`src/rtl/msb_first_bit_packer_top_assert.svh`:
```
// Assertion macros shared by the bit packer RTL.
// Included by the modules that check their own logic; no other dependencies.
`ifndef MSB_FIRST_BIT_PACKER_TOP_ASSERT_SVH
`define MSB_FIRST_BIT_PACKER_TOP_ASSERT_SVH
`ifndef SYNTH
// Checks that a condition holds at every clock edge outside reset.
`define MBP_ASSERT_ALWAYS(label, clk, rst_n, expr) \
  label: assert property (@(posedge clk) disable iff (!rst_n) (expr)) \
    else $error("assertion failed: condition does not hold");
// Checks that a condition implies a consequence in the same cycle.
`define MBP_ASSERT_IMPL(label, clk, rst_n, ante, cons) \
  label: assert property (@(posedge clk) disable iff (!rst_n) (ante) |-> (cons)) \
    else $error("assertion failed: implication does not hold");
// Checks that a condition implies a consequence in the next cycle.
`define MBP_ASSERT_NEXT(label, clk, rst_n, ante, cons) \
  label: assert property (@(posedge clk) disable iff (!rst_n) (ante) |=> (cons)) \
    else $error("assertion failed: next-cycle implication does not hold");
`else
`define MBP_ASSERT_ALWAYS(label, clk, rst_n, expr)
`define MBP_ASSERT_IMPL(label, clk, rst_n, ante, cons)
`define MBP_ASSERT_NEXT(label, clk, rst_n, ante, cons)
`endif
`endif

```
`src/rtl/mbp_pkg.sv`:
```
// Package of the MSB-first bit packer: operation codes, widths and the job type.
// No dependencies; used by the top level, front end, queue and back end.
package mbp_pkg;

  localparam int unsigned ByteW   = 8;
  localparam int unsigned ValueW  = 32;
  localparam int unsigned LenW    = 6;
  localparam int unsigned CntW    = 3;
  localparam int unsigned NbW     = 3;
  localparam int unsigned AccW    = ValueW + ByteW;
  localparam logic [LenW-1:0] MaxLen = 6'd32;

  // Operation codes of an input word.
  typedef enum logic [1:0] {
    OP_WRITE      = 2'd0,
    OP_ALIGN_ZERO = 2'd1,
    OP_STOP_ALIGN = 2'd2
  } op_e;

  // One queued job: up to four finished bytes, first byte in the top lane.
  typedef struct packed {
    logic [ValueW-1:0] bytes;
    logic [NbW-1:0]    nbytes;
  } job_t;

endpackage

```
`src/rtl/mbp_if.sv`:
```
// Channel interfaces of the bit packer: code words in, stream bytes out.
// Depends on nothing; used by the top level, the front end and the back end.
interface mbp_in_if;
  logic        valid;
  logic        ready;
  logic [1:0]  op;
  logic [31:0] code_value;
  logic [5:0]  code_length;

  modport source (output valid, op, code_value, code_length, input ready);
  modport sink   (input valid, op, code_value, code_length, output ready);
endinterface

interface mbp_out_if;
  logic        valid;
  logic        ready;
  logic [7:0]  out_byte;
  logic        last_of_run;
  logic [31:0] bits_emitted;

  modport source (output valid, out_byte, last_of_run, bits_emitted, input ready);
  modport sink   (input valid, out_byte, last_of_run, bits_emitted, output ready);
endinterface

```
`src/rtl/msb_first_bit_packer_top.sv`:
```
// Top level of the MSB-first bit packer: front end, job queue and back end.
// Depends on mbp_pkg, mbp_if, mbp_front, mbp_queue and mbp_back.
//
//   channel  | dir | word                                   | handshake
//   ---------+-----+----------------------------------------+-------------
//   in_i     | in  | op, code_value, code_length            | valid/ready
//   out_o    | out | out_byte, last_of_run, bits_emitted    | valid/ready
//
// A code word is taken whenever the two-entry job queue has room; the back end then
// sends the bytes it completes (0 to 4) one per cycle while out_o.ready is high, so
// the single byte output register sets the rate. The first byte of a word is held in
// the job queue and then in the output register before it is valid.
// Reset clears the held bits, the queue and the emitted bit count.
// An output stall fills the queue and then holds in_i.ready low.
module msb_first_bit_packer_top (
  input  logic       clk_i,
  input  logic       rst_ni,
  mbp_in_if.sink     in_i,
  mbp_out_if.source  out_o
);

  logic          push;
  logic          pop;
  logic          q_full;
  logic          q_empty;
  mbp_pkg::job_t job;
  mbp_pkg::job_t head;

  mbp_front u_front (
    .clk_i    (clk_i),
    .rst_ni   (rst_ni),
    .in_i     (in_i),
    .q_full_i (q_full),
    .push_o   (push),
    .job_o    (job)
  );

  mbp_queue u_queue (
    .clk_i   (clk_i),
    .rst_ni  (rst_ni),
    .push_i  (push),
    .job_i   (job),
    .full_o  (q_full),
    .pop_i   (pop),
    .empty_o (q_empty),
    .head_o  (head)
  );

  mbp_back u_back (
    .clk_i   (clk_i),
    .rst_ni  (rst_ni),
    .empty_i (q_empty),
    .head_i  (head),
    .pop_o   (pop),
    .out_o   (out_o)
  );

endmodule

```
`src/rtl/mbp_front.sv`:
```
// Front end: accepts code words, merges them with the held partial byte and
// turns finished bytes into jobs. Depends on mbp_pkg, mbp_if and the assert header.
`include "msb_first_bit_packer_top_assert.svh"
module mbp_front (
  input  logic               clk_i,
  input  logic               rst_ni,
  mbp_in_if.sink             in_i,
  input  logic               q_full_i,
  output logic               push_o,
  output mbp_pkg::job_t      job_o
);

  logic [mbp_pkg::ByteW-1:0]  pend_bits_q, pend_bits_d;
  logic [mbp_pkg::CntW-1:0]   pend_cnt_q, pend_cnt_d;
  logic [mbp_pkg::LenW-1:0]   len_sat;
  logic [mbp_pkg::LenW-1:0]   total;
  logic [mbp_pkg::AccW-1:0]   shifted;
  logic [mbp_pkg::AccW-1:0]   acc;
  logic [mbp_pkg::ByteW-1:0]  stop_byte;
  logic [mbp_pkg::NbW-1:0]    wr_nb;
  logic [mbp_pkg::ByteW-1:0]  wr_pend;
  logic                       accept;

  assign in_i.ready = !q_full_i;
  assign accept     = in_i.valid && in_i.ready;

  // Saturate the length and left-align the code bits; bits above the length drop out.
  assign len_sat = (in_i.code_length > mbp_pkg::MaxLen) ? mbp_pkg::MaxLen : in_i.code_length;
  assign shifted = {in_i.code_value, {mbp_pkg::ByteW{1'b0}}} << (mbp_pkg::MaxLen - len_sat);

  // Place the code right behind the held bits.
  assign acc   = {pend_bits_q, {mbp_pkg::ValueW{1'b0}}} | (shifted >> pend_cnt_q);
  assign total = {{(mbp_pkg::LenW - mbp_pkg::CntW){1'b0}}, pend_cnt_q} + len_sat;
  assign wr_nb = total[mbp_pkg::LenW-1:mbp_pkg::CntW];

  // The byte after the finished ones holds the remaining bits, zero below.
  always_comb begin
    case (wr_nb)
      3'd0:    wr_pend = acc[39:32];
      3'd1:    wr_pend = acc[31:24];
      3'd2:    wr_pend = acc[23:16];
      3'd3:    wr_pend = acc[15:8];
      default: wr_pend = acc[7:0];
    endcase
  end

  // A stop bit always closes exactly one byte.
  assign stop_byte = pend_bits_q | (8'h80 >> pend_cnt_q);

  // Classify the word and build the job.
  always_comb begin
    pend_bits_d  = pend_bits_q;
    pend_cnt_d   = pend_cnt_q;
    job_o.bytes  = acc[mbp_pkg::AccW-1:mbp_pkg::ByteW];
    job_o.nbytes = '0;
    case (in_i.op)
      mbp_pkg::OP_WRITE: begin
        job_o.nbytes = wr_nb;
        pend_bits_d  = wr_pend;
        pend_cnt_d   = total[mbp_pkg::CntW-1:0];
      end
      mbp_pkg::OP_ALIGN_ZERO: begin
        job_o.bytes  = {pend_bits_q, 24'h0};
        job_o.nbytes = (pend_cnt_q != '0) ? 3'd1 : 3'd0;
        pend_bits_d  = '0;
        pend_cnt_d   = '0;
      end
      mbp_pkg::OP_STOP_ALIGN: begin
        job_o.bytes  = {stop_byte, 24'h0};
        job_o.nbytes = 3'd1;
        pend_bits_d  = '0;
        pend_cnt_d   = '0;
      end
      default: begin
        job_o.nbytes = '0;
      end
    endcase
  end

  assign push_o = accept && (job_o.nbytes != '0);

  // Held partial byte.
  always_ff @(posedge clk_i or negedge rst_ni) begin
    if (!rst_ni) begin
      pend_bits_q <= '0;
      pend_cnt_q  <= '0;
    end else if (accept) begin
      pend_bits_q <= pend_bits_d;
      pend_cnt_q  <= pend_cnt_d;
    end
  end

  // A pushed job carries one to four bytes, and bits below the held ones stay clear.
  `MBP_ASSERT_IMPL(a_job_size, clk_i, rst_ni, push_o, job_o.nbytes <= 3'd4)
  `MBP_ASSERT_ALWAYS(a_pend_clean, clk_i, rst_ni, (pend_bits_q & (8'hFF >> pend_cnt_q)) == 8'h00)

endmodule

```
`src/rtl/mbp_queue.sv`:
```
// Two-entry job queue between the front and back ends.
// Depends on mbp_pkg and the assert header.
`include "msb_first_bit_packer_top_assert.svh"
module mbp_queue (
  input  logic           clk_i,
  input  logic           rst_ni,
  input  logic           push_i,
  input  mbp_pkg::job_t  job_i,
  output logic           full_o,
  input  logic           pop_i,
  output logic           empty_o,
  output mbp_pkg::job_t  head_o
);

  mbp_pkg::job_t entry_q [2];
  logic          wr_ptr_q, rd_ptr_q;
  logic [1:0]    cnt_q;

  assign full_o  = (cnt_q == 2'd2);
  assign empty_o = (cnt_q == 2'd0);
  assign head_o  = entry_q[rd_ptr_q];

  // Entry storage.
  always_ff @(posedge clk_i) begin
    if (push_i) begin
      entry_q[wr_ptr_q] <= job_i;
    end
  end

  // Pointers and fill level.
  always_ff @(posedge clk_i or negedge rst_ni) begin
    if (!rst_ni) begin
      wr_ptr_q <= 1'b0;
      rd_ptr_q <= 1'b0;
      cnt_q    <= 2'd0;
    end else begin
      if (push_i) begin
        wr_ptr_q <= !wr_ptr_q;
      end
      if (pop_i) begin
        rd_ptr_q <= !rd_ptr_q;
      end
      if (push_i && !pop_i) begin
        cnt_q <= cnt_q + 2'd1;
      end else if (pop_i && !push_i) begin
        cnt_q <= cnt_q - 2'd1;
      end
    end
  end

  // No push into a full queue, no pop from an empty one.
  `MBP_ASSERT_IMPL(a_no_overflow, clk_i, rst_ni, full_o, !push_i)
  `MBP_ASSERT_IMPL(a_no_underflow, clk_i, rst_ni, empty_o, !pop_i)

endmodule

```
`src/rtl/mbp_back.sv`:
```
// Back end: sends the bytes of each job one per cycle unless stalled, through an output
// register and keeps the emitted bit count. Depends on mbp_pkg, mbp_if, assert header.
`include "msb_first_bit_packer_top_assert.svh"
module mbp_back (
  input  logic           clk_i,
  input  logic           rst_ni,
  input  logic           empty_i,
  input  mbp_pkg::job_t  head_i,
  output logic           pop_o,
  mbp_out_if.source      out_o
);

  logic [1:0]                  idx_q;
  logic                        out_valid_q;
  logic [mbp_pkg::ByteW-1:0]   out_byte_q;
  logic                        out_last_q;
  logic [mbp_pkg::ValueW-1:0]  bits_q;
  logic [mbp_pkg::ByteW-1:0]   sel_byte;
  logic                        sel_last;
  logic                        take;

  // Load the next byte when the output register is free or being drained.
  assign take     = !empty_i && (!out_valid_q || out_o.ready);
  assign sel_last = ({1'b0, idx_q} + 3'd1) == head_i.nbytes;
  assign pop_o    = take && sel_last;

  // Byte lane of the head job, first byte in the top lane.
  always_comb begin
    case (idx_q)
      2'd0:    sel_byte = head_i.bytes[31:24];
      2'd1:    sel_byte = head_i.bytes[23:16];
      2'd2:    sel_byte = head_i.bytes[15:8];
      default: sel_byte = head_i.bytes[7:0];
    endcase
  end

  // Byte index within the head job, output valid and bit count.
  always_ff @(posedge clk_i or negedge rst_ni) begin
    if (!rst_ni) begin
      idx_q       <= '0;
      out_valid_q <= 1'b0;
      bits_q      <= '0;
    end else begin
      if (take) begin
        idx_q       <= sel_last ? 2'd0 : idx_q + 2'd1;
        out_valid_q <= 1'b1;
        bits_q      <= bits_q + 32'd8;
      end else if (out_o.ready) begin
        out_valid_q <= 1'b0;
      end
    end
  end

  // Output payload.
  always_ff @(posedge clk_i) begin
    if (take) begin
      out_byte_q <= sel_byte;
      out_last_q <= sel_last;
    end
  end

  assign out_o.valid        = out_valid_q;
  assign out_o.out_byte     = out_byte_q;
  assign out_o.last_of_run  = out_last_q;
  assign out_o.bits_emitted = bits_q;

  // Each loaded byte adds exactly eight to the count; the index stays inside its job.
  `MBP_ASSERT_NEXT(a_count_step, clk_i, rst_ni, take, bits_q == $past(bits_q) + 32'd8)
  `MBP_ASSERT_IMPL(a_idx_in_job, clk_i, rst_ni, !empty_i, {1'b0, idx_q} < head_i.nbytes)

endmodule
```
`src/flat_wrapper.sv`:
```
// flat-port wrapper written by rule: the top's interface ports become plain ports
module msb_first_bit_packer_top_flat 
  (clk_i, rst_ni, in_i_valid, in_i_op, in_i_code_value, in_i_code_length, in_i_ready, out_o_valid, out_o_out_byte, out_o_last_of_run, out_o_bits_emitted, out_o_ready);
  mbp_in_if in_i_i ();
  mbp_out_if out_o_i ();
  input  logic clk_i;
  input  logic rst_ni;
  input wire logic [$bits(in_i_i.valid)-1:0] in_i_valid;
  input wire logic [$bits(in_i_i.op)-1:0] in_i_op;
  input wire logic [$bits(in_i_i.code_value)-1:0] in_i_code_value;
  input wire logic [$bits(in_i_i.code_length)-1:0] in_i_code_length;
  output wire logic [$bits(in_i_i.ready)-1:0] in_i_ready;
  output wire logic [$bits(out_o_i.valid)-1:0] out_o_valid;
  output wire logic [$bits(out_o_i.out_byte)-1:0] out_o_out_byte;
  output wire logic [$bits(out_o_i.last_of_run)-1:0] out_o_last_of_run;
  output wire logic [$bits(out_o_i.bits_emitted)-1:0] out_o_bits_emitted;
  input wire logic [$bits(out_o_i.ready)-1:0] out_o_ready;
  assign in_i_i.valid = in_i_valid;
  assign in_i_i.op = in_i_op;
  assign in_i_i.code_value = in_i_code_value;
  assign in_i_i.code_length = in_i_code_length;
  assign in_i_ready = in_i_i.ready;
  assign out_o_valid = out_o_i.valid;
  assign out_o_out_byte = out_o_i.out_byte;
  assign out_o_last_of_run = out_o_i.last_of_run;
  assign out_o_bits_emitted = out_o_i.bits_emitted;
  assign out_o_i.ready = out_o_ready;
  msb_first_bit_packer_top u_core (.clk_i(clk_i), .rst_ni(rst_ni), .in_i(in_i_i), .out_o(out_o_i));
endmodule
```
`config.mk`:
```
export PLATFORM = sky130hd
export DESIGN_NAME = msb_first_bit_packer_top_flat
export DESIGN_NICKNAME = d
export VERILOG_FILES = /design/src/rtl/mbp_pkg.sv /design/src/rtl/mbp_if.sv /design/src/rtl/msb_first_bit_packer_top.sv /design/src/rtl/mbp_front.sv /design/src/rtl/mbp_queue.sv /design/src/rtl/mbp_back.sv /design/src/flat_wrapper.sv
export VERILOG_INCLUDE_DIRS = /design/src /design/src/rtl
export SDC_FILE = /design/constraint.sdc
export NUM_CORES = 1
export LEC_CHECK = 0
export BUFFER_PORTS_ARGS = -buffer_cell sky130_fd_sc_hd__buf_2
export CORE_UTILIZATION = 58
export DETAILED_ROUTE_END_ITERATION = 10
export GPL_ROUTABILITY_DRIVEN = 1
export HOLD_SLACK_MARGIN = 0.02
export PLACE_DENSITY_LB_ADDON = 0.1
export SETUP_SLACK_MARGIN = 0.02
export SYNTH_ARGS = -nofsm -noshare
export SYNTH_HDL_FRONTEND = slang
export SYNTH_SLANG_ARGS = --single-unit
```
`constraint.sdc`:
```
create_clock -name clk_i -period 8.7 [get_ports clk_i]
set_input_delay 1.74 -clock clk_i [delete_from_list [all_inputs] [get_ports clk_i]]
set_output_delay 1.74 -clock clk_i [all_outputs]
set_load 0.05 [all_outputs]
```
==> flow_metrics.tcl, run 1 <==
set metrics [dict create \
    grt_remaining_overflow 0 \
    status "finished clean" \
    grt_pass1_wl_um 46330 \
    whs_ns 0.4668 \
    pre_cts_ws_ns 2.198 \
    arrival_ns 6.18 \
    synth_seq_area_share_pct 36.51 \
    wl_per_cell_um 23.64 \
    synthMuxAreaShare_pct 18.36 \
    fin_nets 1058 \
    cts_hold_buf 0 \
    rsz0062_at_grt "no" \
    yosys_most_used_dff "edfxtp_1" \
    syn-cell-area_mm2 0.009718 \
    antenna_left 0 \
    viasPerCell 6.957 \
    initial_utilization_pct 60.30 \
    numPortBuffers 83 \
    fmaxAchievable_mhz 164.9 \
    cp-end-kind "flip-flop" \
    grt_pass1_vias 8055 \
    instances_no_fill 1229 \
    totalNegativeSetupSlack_ns 0 \
    fin_ws_ns 2.635 \
    slowest_delay_ns 0.77 \
    ys_async_sr_fraction_pct 37.30 \
    routed_wl_um 29060 \
    worstPathCellList "buf_2, nor2b_2, inv_4, ha_2, buf_4, mux2_2, or3_1, a21oi_1, a31oi_1, a31oi_1, o21ai_0, a211o_1, o211ai_1, o21ai_0" \
    placed_cell_area_mm2 0.01017 \
    die_w_um 131.4 \
    cts_tree "yes" \
    final.period_utilization_pct 69.71 \
    h-tree-depth 4 \
    yosys.area_share.simple_pct 13.89 \
    cts_root_buf "clkbuf_16" \
    r2r_start "u_core.u_front.pend_cnt_q[1]" \
    track_usage_pct 34.50 \
    hold_viol 0 \
    post-cts-setup-buffers 0 \
    ys_warn_count 0 \
    die_h_um 131.4 \
    min_delay_worst_endpoint "u_core.u_back.out_o.bits_emitted[31]" \
    p_per_area_mw_per_mm2 316.1 \
    synth_compound_area_share_pct 19.97 \
    final_cell_mix "83 x buf_2, 82 x nor2_1, 79 x edfxtp_1" \
    fill_cells 1297 \
    cp-start-kind "input port" \
    hold_path.startpoint "u_core.u_back.out_o.bits_emitted[31]" \
    drive_above_1_share_pct 22.90 \
    syn_to_final_growth_pct 10.78 \
    crit_buf_inv 3 \
    numCtsBuffers 17 \
    vias 8550 \
    fin_skew_ns 0.008651 \
    hpwl_um 21140 \
    synth_top_family_by_area "compound AO/OA/AOI/OAI gates" \
    cts_buffer_depth 2 \
    cp.required_ns 8.82 \
    crit_fanout 37 \
    r2r_cells 11 \
    clk_pin_slew_ns 0.06 \
    max_slew.worst_pin.slew_ns 0.9069 \
    peakVddDrop_v 0.0001731 \
    p_leak_uw 0.004330 \
    gp_congestion 1.027 \
    synth_xor_area_share_pct 4.030 \
    cts_resized 0 \
    row_count 46 \
    hold_path.class "flip-flop to flip-flop" \
    dp_cells 1196 \
    drv_cap 0 \
    syn_inst 952 \
    synth-adder-area-share_pct 1.880 \
    design.die.area_mm2 0.01728 \
    design_area_mm2 0.01077 \
    synth_area_per_cell_um2 10.21 \
    reg2reg_setup_slack_ns 4.80 \
    whs_path_depth 1 \
    antenna_found_initial 0 \
    r2r-end "u_core.u_queue.entry_q[1][11]" \
    n_antenna_cell 0 \
    period_minus_slack_ns 6.065 \
    max-slew-margin-rel_pct 39.13 \
    layout_commonest_cell "buf_2" \
    setup.worst_path.start "in_i_code_length[5]" \
    synth_cell_types 91 \
    drc_errors 0 \
    crit_family "compound AO/OA/AOI/OAI gates" \
    io_pins 87 \
    clkLatencyLatePin_ns 0.42 \
    drt_iter0_drc 1112 \
    grt_start_max_net_pins 51 \
    dr.pass1.iters 5 \
    worstSetupPathType "input port to flip-flop" \
    cts_sinks 126 \
    cpMaxStageDelayCell "ha_2" \
    final-max-slew-violation-count 0 \
    ys_ff_latch 126 \
    synth-edff-count 79 \
    setup_viol 0 \
    coreArea_mm2 0.01612 \
]
==> layer usage <==
layer | wire length [µm] | global-route usage, % | vias to the layer above
met2 | 13110 | 51.73 | 544
met4 | 1191 | 16.60 | 0
li1 | - | - | 3811
met5 | 0 | 0 | -
met3 | 2928 | 7.446 | 100
met1 | 11830 | 47.54 | 4095
==> per-stage QoR <==
step                utilization, %  power [µW]
floorplan                        -        2198
global placement             63.14        2649
detailed placement           63.14        2658
CTS                          66.72        3358
global route                 66.80        3558
finish                       66.80        3403
==> cells in the mapped netlist, drive strengths merged (10+ instances only) <==
library cell / count / area, µm²
a211oi: 14 / 110.1
a21o: 12 / 90.09
a21oi: 37 / 188.9
a222oi: 18 / 180.2
a31oi: 18 / 112.6
and2: 10 / 62.56
and3: 13 / 81.33
buf: 39 / 251.5
clkbuf: 35 / 131.4
dfrtp: 47 / 1176
edfxtp: 79 / 2372
ha: 13 / 162.7
inv: 34 / 130.1
mux2: 30 / 337.8
mux2i: 59 / 590.6
mux4: 38 / 855.8
nand2: 67 / 254.0
nand2b: 11 / 68.82
nand3: 23 / 120.1
nand4: 11 / 68.82
nor2: 83 / 311.6
nor3: 26 / 141.4
o21ai: 25 / 128.9
o22ai: 13 / 81.33
or2: 10 / 62.56
xnor2: 33 / 296.5
xor2: 10 / 95.10
==> report_power, final <==
part | internal, µW | leakage, µW | switching [µW]
Clock | 415 | 0.000290 | 276
Combinational | 646 | 0.00268 | 1160
Sequential | 822 | 0.00136 | 85.7
==> cells by family after synthesis <==
logic type | count (synthesis)
buffers and inverters | 109
other | 1
flip-flops | 126
XOR/XNOR | 43
AND/OR/NAND/NOR | 278
multiplexers | 127
AO/OA/AOI/OAI | 254
adder cells (fa/ha/maj) | 14
==> worst max-delay path by stage <==
stage	to	depth (start not counted)
floorplan	u_core.u_queue.entry_q[0][0]	15
global placement	u_core.u_queue.entry_q[0][29]	14
detailed placement	u_core.u_queue.entry_q[1][29]	14
CTS	u_core.u_queue.entry_q[1][29]	14
global route	u_core.u_queue.entry_q[1][29]	14
finish	u_core.u_queue.entry_q[1][29]	14
==> sequential cells by signal, indices dropped and copies added (netlist names) <==
register,cells
u_core.u_back.out_o.last_of_run,1
u_core.u_front.pend_bits_q,8
u_core.u_queue.cnt_q,2
u_core.u_queue.wr_ptr_q,1
u_core.u_front.pend_cnt_q,3
u_core.u_back.out_o.valid,1
u_core.u_back.out_o.out_byte,8
u_core.u_queue.entry_q,70
u_core.u_back.out_o.bits_emitted,29
u_core.u_back.idx_q,2
u_core.u_queue.rd_ptr_q,1
==> layout make-up <==
type	instances	area [µm²]	share of cell area, %
sequential	126	3548	32.96
timing repair buffer	101	555.5	5.160
clock inverter	13	123.9	1.151
multi-input combinational	719	5679	52.75
tap	216	270.3	2.510
inverter	35	133.9	1.244
clock buffer	19	454.2	4.219
Power figures use the tool's default switching activity.
==> run 2: changes to the inputs <==
- clock period: 8.7 -> 6.17 ns (I/O delays scaled with it)
==> run 2 against run 1 <==
- utilization grew 0.26 points
- critical path depth decreased by 1
- highest routed layer unchanged
- non-clock buffer count grew 6
- first-iteration DRC count is 1.7% higher
- register-to-register slack lost 2.3 ns
- clock-buffer cell count increased by 4
- critical path type unchanged
- largest power group unchanged
- routed wire length rose by 0.63%
- global-route usage hardly changed
==> flow_metrics.tcl, run 2 (synthesis gave the netlist of run 1 again) <==
set metrics [dict create \
    utilization_pct 67.06 \
    h-tree-depth 4 \
    grt_pass1_wl_um 45990 \
    layout_commonest_cell "buf_2" \
    cts_buffer_depth 2 \
    dp_cells 1203 \
    grt_start_max_net_pins 54 \
    numCtsBuffers 17 \
    post-cts-setup-buffers 0 \
    design_area_mm2 0.01081 \
    combPwrFrac_pct 53.1 \
    row_count 46 \
    swShare_pct 44.68 \
    final_cell_mix "83 x buf_2, 82 x nor2_1, 79 x edfxtp_1" \
    fin_nets 1064 \
    gp_congestion 1.015 \
    rsz0062_at_grt "no" \
    r2r_cells 10 \
    fin_skew_ns 0.01726 \
    track_usage_pct 34.51 \
    final.period_utilization_pct 83.89 \
    hold_path.class "flip-flop to flip-flop" \
    final-max-slew-violation-count 0 \
    setup.worst_path.start "in_i_code_length[5]" \
    worstPathCellList "buf_2, inv_1, nand2_1, ha_2, buf_4, mux2i_1, mux4_2, o22ai_1, a2111oi_0, or2_2, o22ai_1, o211ai_1, o21ai_0" \
    crit_fanout 31 \
    hpwl_um 21530 \
    n_antenna_cell 0 \
    dr.pass1.iters 6 \
    cp-end-kind "flip-flop" \
    instances_no_fill 1235 \
    cp.required_ns 6.30 \
    r2r_start "u_core.u_front.pend_cnt_q[1]" \
    numPortBuffers 83 \
    hold_viol 0 \
    p_int_uw 2662 \
    hold_path.startpoint "u_core.u_back.out_o.bits_emitted[31]" \
    cp-start-kind "input port" \
    cts_tree "yes" \
    cts_sinks 126 \
    antenna_left 0 \
    top_register "u_core.u_queue.entry_q" \
    cts_hold_buf 0 \
    coreArea_mm2 0.01612 \
    viasPerCell 6.906 \
    clk_pin_slew_ns 0.06 \
    placed_cell_area_mm2 0.01023 \
    drive_above_1_share_pct 23.45 \
    design.die.area_mm2 0.01728 \
    pre_cts_ws_ns 0.6635 \
    wl_per_cell_um 23.68 \
    p_per_area_mw_per_mm2 445.2 \
    fin_ws_ns 0.9938 \
    clkLatencyLatePin_ns 0.42 \
    slowest_delay_ns 0.85 \
    p_sw_uw 2149 \
    crit_top_cell "o22ai_1" \
    initial_utilization_pct 60.30 \
    largest_reg_flops 70 \
    max-slew-margin-rel_pct 30.30 \
    whs_path_depth 1 \
    drc_errors 0 \
    fmaxAchievable_mhz 193.2 \
    grt_remaining_overflow 0 \
    setup_viol 0 \
    peakVddDrop_v 0.0002447 \
    cts_resized 0 \
    period_minus_slack_ns 5.176 \
    syn_to_final_growth_pct 11.20 \
    max_slew.worst_pin.slew_ns 1.039 \
    io_pins 87 \
    die_h_um 131.4 \
    cpMaxStageDelayCell "a2111oi_0" \
    arrival_ns 5.30 \
    p_clk_share_pct 20.0 \
    status "finished clean" \
    antenna_found_initial 0 \
    worstSetupPathType "input port to flip-flop" \
    drt_iter0_drc 1131 \
    cts_root_buf "clkbuf_16" \
    die_w_um 131.4 \
    routed_wl_um 29240 \
    totalNegativeSetupSlack_ns 0 \
    grt_pass1_vias 8035 \
    drv_cap 0 \
    p_leak_uw 0.004352 \
    seqPwrFrac_pct 26.9 \
    vias 8529 \
]
==> run 2: layer usage <==
layer	share of wire (%)	wire length, µm	track usage [%]
met1	42	12200	47.75
met2	45	13220	52.38
met3	8.6	2517	6.597
met4	4.4	1301	16.21
met5	0	0	0
==> run 2: worst paths after layout <==
| check | end | slack [ns] |
|---|---|---|
| hold / removal | u_core.u_back.out_o.bits_emitted[31] | 0.47 |
| setup reg to reg | u_core.u_queue.entry_q[1][17] | 2.45 |
| min in group asynchronous | u_core.u_back.idx_q[0] | 0.91 |
| max in group asynchronous | u_core.u_front.pend_bits_q[4] | 4.82 |
| hold reg to reg | u_core.u_back.out_o.bits_emitted[31] | 0.47 |
| setup / recovery | u_core.u_queue.entry_q[1][29] | 0.99 |
==> run 2: critical path, delay by kind of cell <==
family / cells / cell delay (ns)
buffers and inverters: 3 / 0.88
adder cells (fa/ha/maj): 1 / 0.68
multiplexers: 2 / 0.66
AND/OR/NAND/NOR: 2 / 0.34
AO/OA/AOI/OAI: 5 / 1.51
==> run 2: final cells by class <==
class / count / area [µm²]
multi-input cells: 719 / 5679
fillers: 1353 / 5309
flip-flops and latches: 126 / 3548
repair buffers: 107 / 595.6
clock buffers: 23 / 509.2
well taps: 216 / 270.3
inverters: 35 / 133.9
clock inverters: 9 / 70.07
==> run 2: through the flow <==
step | total power [µW] | hold slack, ns
floorplan | 3099 | 0.4603
finish | 4811 | 0.4660
global route | 5017 | 0.4921
global placement | 3755 | 0.4555
CTS | 4748 | 0.4717
detailed placement | 3777 | 0.4592
==> run 2: power groups by stage <==
stage	Sequential (µW)	Clock (µW)	Combinational, µW
floorplan	1440	0	1660
finish	1290	962	2560
detailed placement	1310	0	2470
CTS	1290	971	2480
global route	1310	1010	2700
global placement	1300	0	2450
==> run 3: changes to the inputs <==
- CORE_UTILIZATION: 58 -> 55
- clock period: 6.17 -> 4.25 ns (I/O delays scaled with it)
==> run 3 against run 2 <==
- die area up 5.4%
- clock-buffer cell count down 6
- power up 51%
- final cell count up 6.6%
- global-route usage down 0.059 points
- sequential share of layout area down 2.1 points
- via count up 2.0%
- register-to-register slack worse by 1.5 ns
- largest cell class unchanged
- largest power group unchanged
- highest routed layer unchanged
==> flow_metrics.tcl, run 3 (synthesis gave the netlist of run 1 again) <==
set metrics [dict create \
    grt_pass1_vias 8484 \
    initial_utilization_pct 56.18 \
    cp.depth 15 \
    r2r_cells 9 \
    utilization_pct 66.72 \
    hpwl_um 23010 \
    cts_sinks 126 \
    final-max-slew-violation-count 0 \
    vias 8700 \
    viasPerCell 6.606 \
    fin_skew_ns 0.01117 \
    max_slew.worst_pin.slew_ns 0.8492 \
    dr.pass1.iters 6 \
    clkLatencyLatePin_ns 0.42 \
    layout_commonest_cell "buf_4" \
    crit_family "compound AO/OA/AOI/OAI gates" \
    post-cts-setup-buffers 0 \
    drive_above_1_share_pct 29.85 \
    drv_cap 0 \
    h-tree-depth 4 \
    numCtsBuffers 17 \
    grt_remaining_overflow 0 \
    final_cell_mix "95 x buf_4, 83 x buf_2, 81 x nor2_1" \
    final.period_utilization_pct 92.55 \
    coreArea_mm2 0.01730 \
    routed_wl_um 30240 \
    cts_root_buf "clkbuf_16" \
    numPortBuffers 83 \
    crit_fanout 12 \
    cp.required_ns 4.54 \
    hold_viol 0 \
    cts_resized 0 \
    crit_buf_inv 5 \
    fin_nets 1137 \
    r2r_start "u_core.u_front.pend_cnt_q[1]" \
    rsz0062_at_grt "no" \
    fill_cells 1441 \
    setup_viol 0 \
    slowest_delay_ns 0.49 \
    design.die.area_mm2 0.01820 \
    peakVddDrop_v 0.0004641 \
    fmaxAchievable_mhz 254.2 \
    crit_top_cell "buf_4" \
    drc_errors 0 \
    die_w_um 134.9 \
    worstPathCellList "buf_2, nor2b_4, inv_6, ha_4, buf_4, mux2i_1, o21ai_0, a211oi_1, a211oi_1, buf_4, mux4_2, a222oi_1, buf_4, o22a_1, a211oi_2" \
    reg2reg_setup_slack_ns 0.93 \
    p_per_area_mw_per_mm2 628.7 \
    track_usage_pct 34.46 \
    p_leak_uw 0.004770 \
    status "finished clean" \
    cts_hold_buf 0 \
    min_delay_worst_endpoint "u_core.u_back.out_o.bits_emitted[13]" \
    design_area_mm2 0.01154 \
    antenna_left 0 \
    cp-end-kind "flip-flop" \
    max-slew-margin-rel_pct 43.38 \
    r2r-end "u_core.u_queue.entry_q[1][17]" \
    clk_pin_slew_ns 0.07 \
    hold_path.startpoint "u_core.u_back.out_o.bits_emitted[13]" \
    gp_congestion 1.015 \
    grt_start_max_net_pins 54 \
    n_antenna_cell 0 \
    row_count 48 \
    arrival_ns 4.23 \
    antenna_found_initial 0 \
    top_register "u_core.u_queue.entry_q" \
    whs_path_depth 1 \
    syn_to_final_growth_pct 18.75 \
    cts_buffer_depth 2 \
    cts_tree "yes" \
    largest_reg_flops 70 \
    period_minus_slack_ns 3.933 \
    placed_cell_area_mm2 0.01094 \
    die_h_um 134.9 \
    grt_pass1_wl_um 47680 \
    worstSetupPathType "input port to flip-flop" \
    drt_iter0_drc 970 \
    io_pins 87 \
    wl_per_cell_um 22.96 \
    cp-start-kind "input port" \
    hold_path.class "flip-flop to flip-flop" \
    cpMaxStageDelayCell "mux4_2" \
]
[run 3: per-stage QoR]
| stage | worst slack [ns] | hold WS [ns] | setup TNS [ns] | total power (µW) | instances |
|---|---|---|---|---|---|
| 2_1_floorplan | -0.1080 | 0.4796 | -0.3415 | 4546 | 954 |
| 3_3_place_gp | -0.003760 | 0.4703 | -0.003760 | 5695 | 1285 |
| 3_5_place_dp | -0.05194 | 0.4774 | -0.1581 | 5744 | 1285 |
| 4_1_cts | 0.3870 | 0.4862 | 0 | 7187 | 1317 |
| 5_1_grt | 0.07377 | 0.4965 | 0 | 7592 | 1317 |
| 6_report | 0.3166 | 0.4833 | 0 | 7255 | 1317 |
[run 3: area by class of cell]
class	instances	area [µm²]	share of cell area, %
clock buffers	17	425.4	3.686
clock inverters	15	172.7	1.496
inverters	35	136.4	1.182
multi-input cells	719	5807	50.32
flip-flops and latches	126	3548	30.75
well taps	225	281.5	2.440
repair buffers	180	1169	10.13
[run 3: worst max path at each step]
| stage | slack (ns) | from | to |
|---|---|---|---|
| 5_1_grt | 0.07 | in_i_code_length[5] | u_core.u_front.pend_bits_q[4] |
| 3_5_place_dp | -0.05 | in_i_code_length[5] | u_core.u_front.pend_bits_q[4] |
| 2_1_floorplan | -0.11 | in_i_code_length[5] | u_core.u_front.pend_bits_q[4] |
| 4_1_cts | 0.39 | in_i_code_length[5] | u_core.u_front.pend_bits_q[4] |
| 6_report | 0.32 | in_i_code_length[5] | u_core.u_front.pend_bits_q[4] |
| 3_3_place_gp | -0.004 | in_i_code_length[5] | u_core.u_front.pend_bits_q[3] |
[run 3: metal layers]
metal / track usage (%) / share of wire, % / vias to the layer above
met4: 19.41 / 5.3 / 0
met5: 0 / 0 / -
li1: - / - / 3966
met1: 45.33 / 41 / 4173
met3: 5.856 / 6.7 / 102
met2: 54.01 / 47 / 459
[run 3: power by group]
group	total [µW]	leakage [µW]	switching [µW]	internal, µW
Combinational	3960	0.00312	2420	1530
Clock	1430	0.000289	641	790
Sequential	1870	0.00136	187	1680
[run 3: worst reg2reg max path, cell delays in order (launching register included)]
cell and delay [ns]:
dfrtp_1 0.46, ha_1 0.32, a31o_2 0.23, a21o_1 0.19, xor2_1 0.45, a221oi_1 0.18, nor2_1 0.15, o311ai_1 0.16
inv_1 0.09, and2_2 0.70
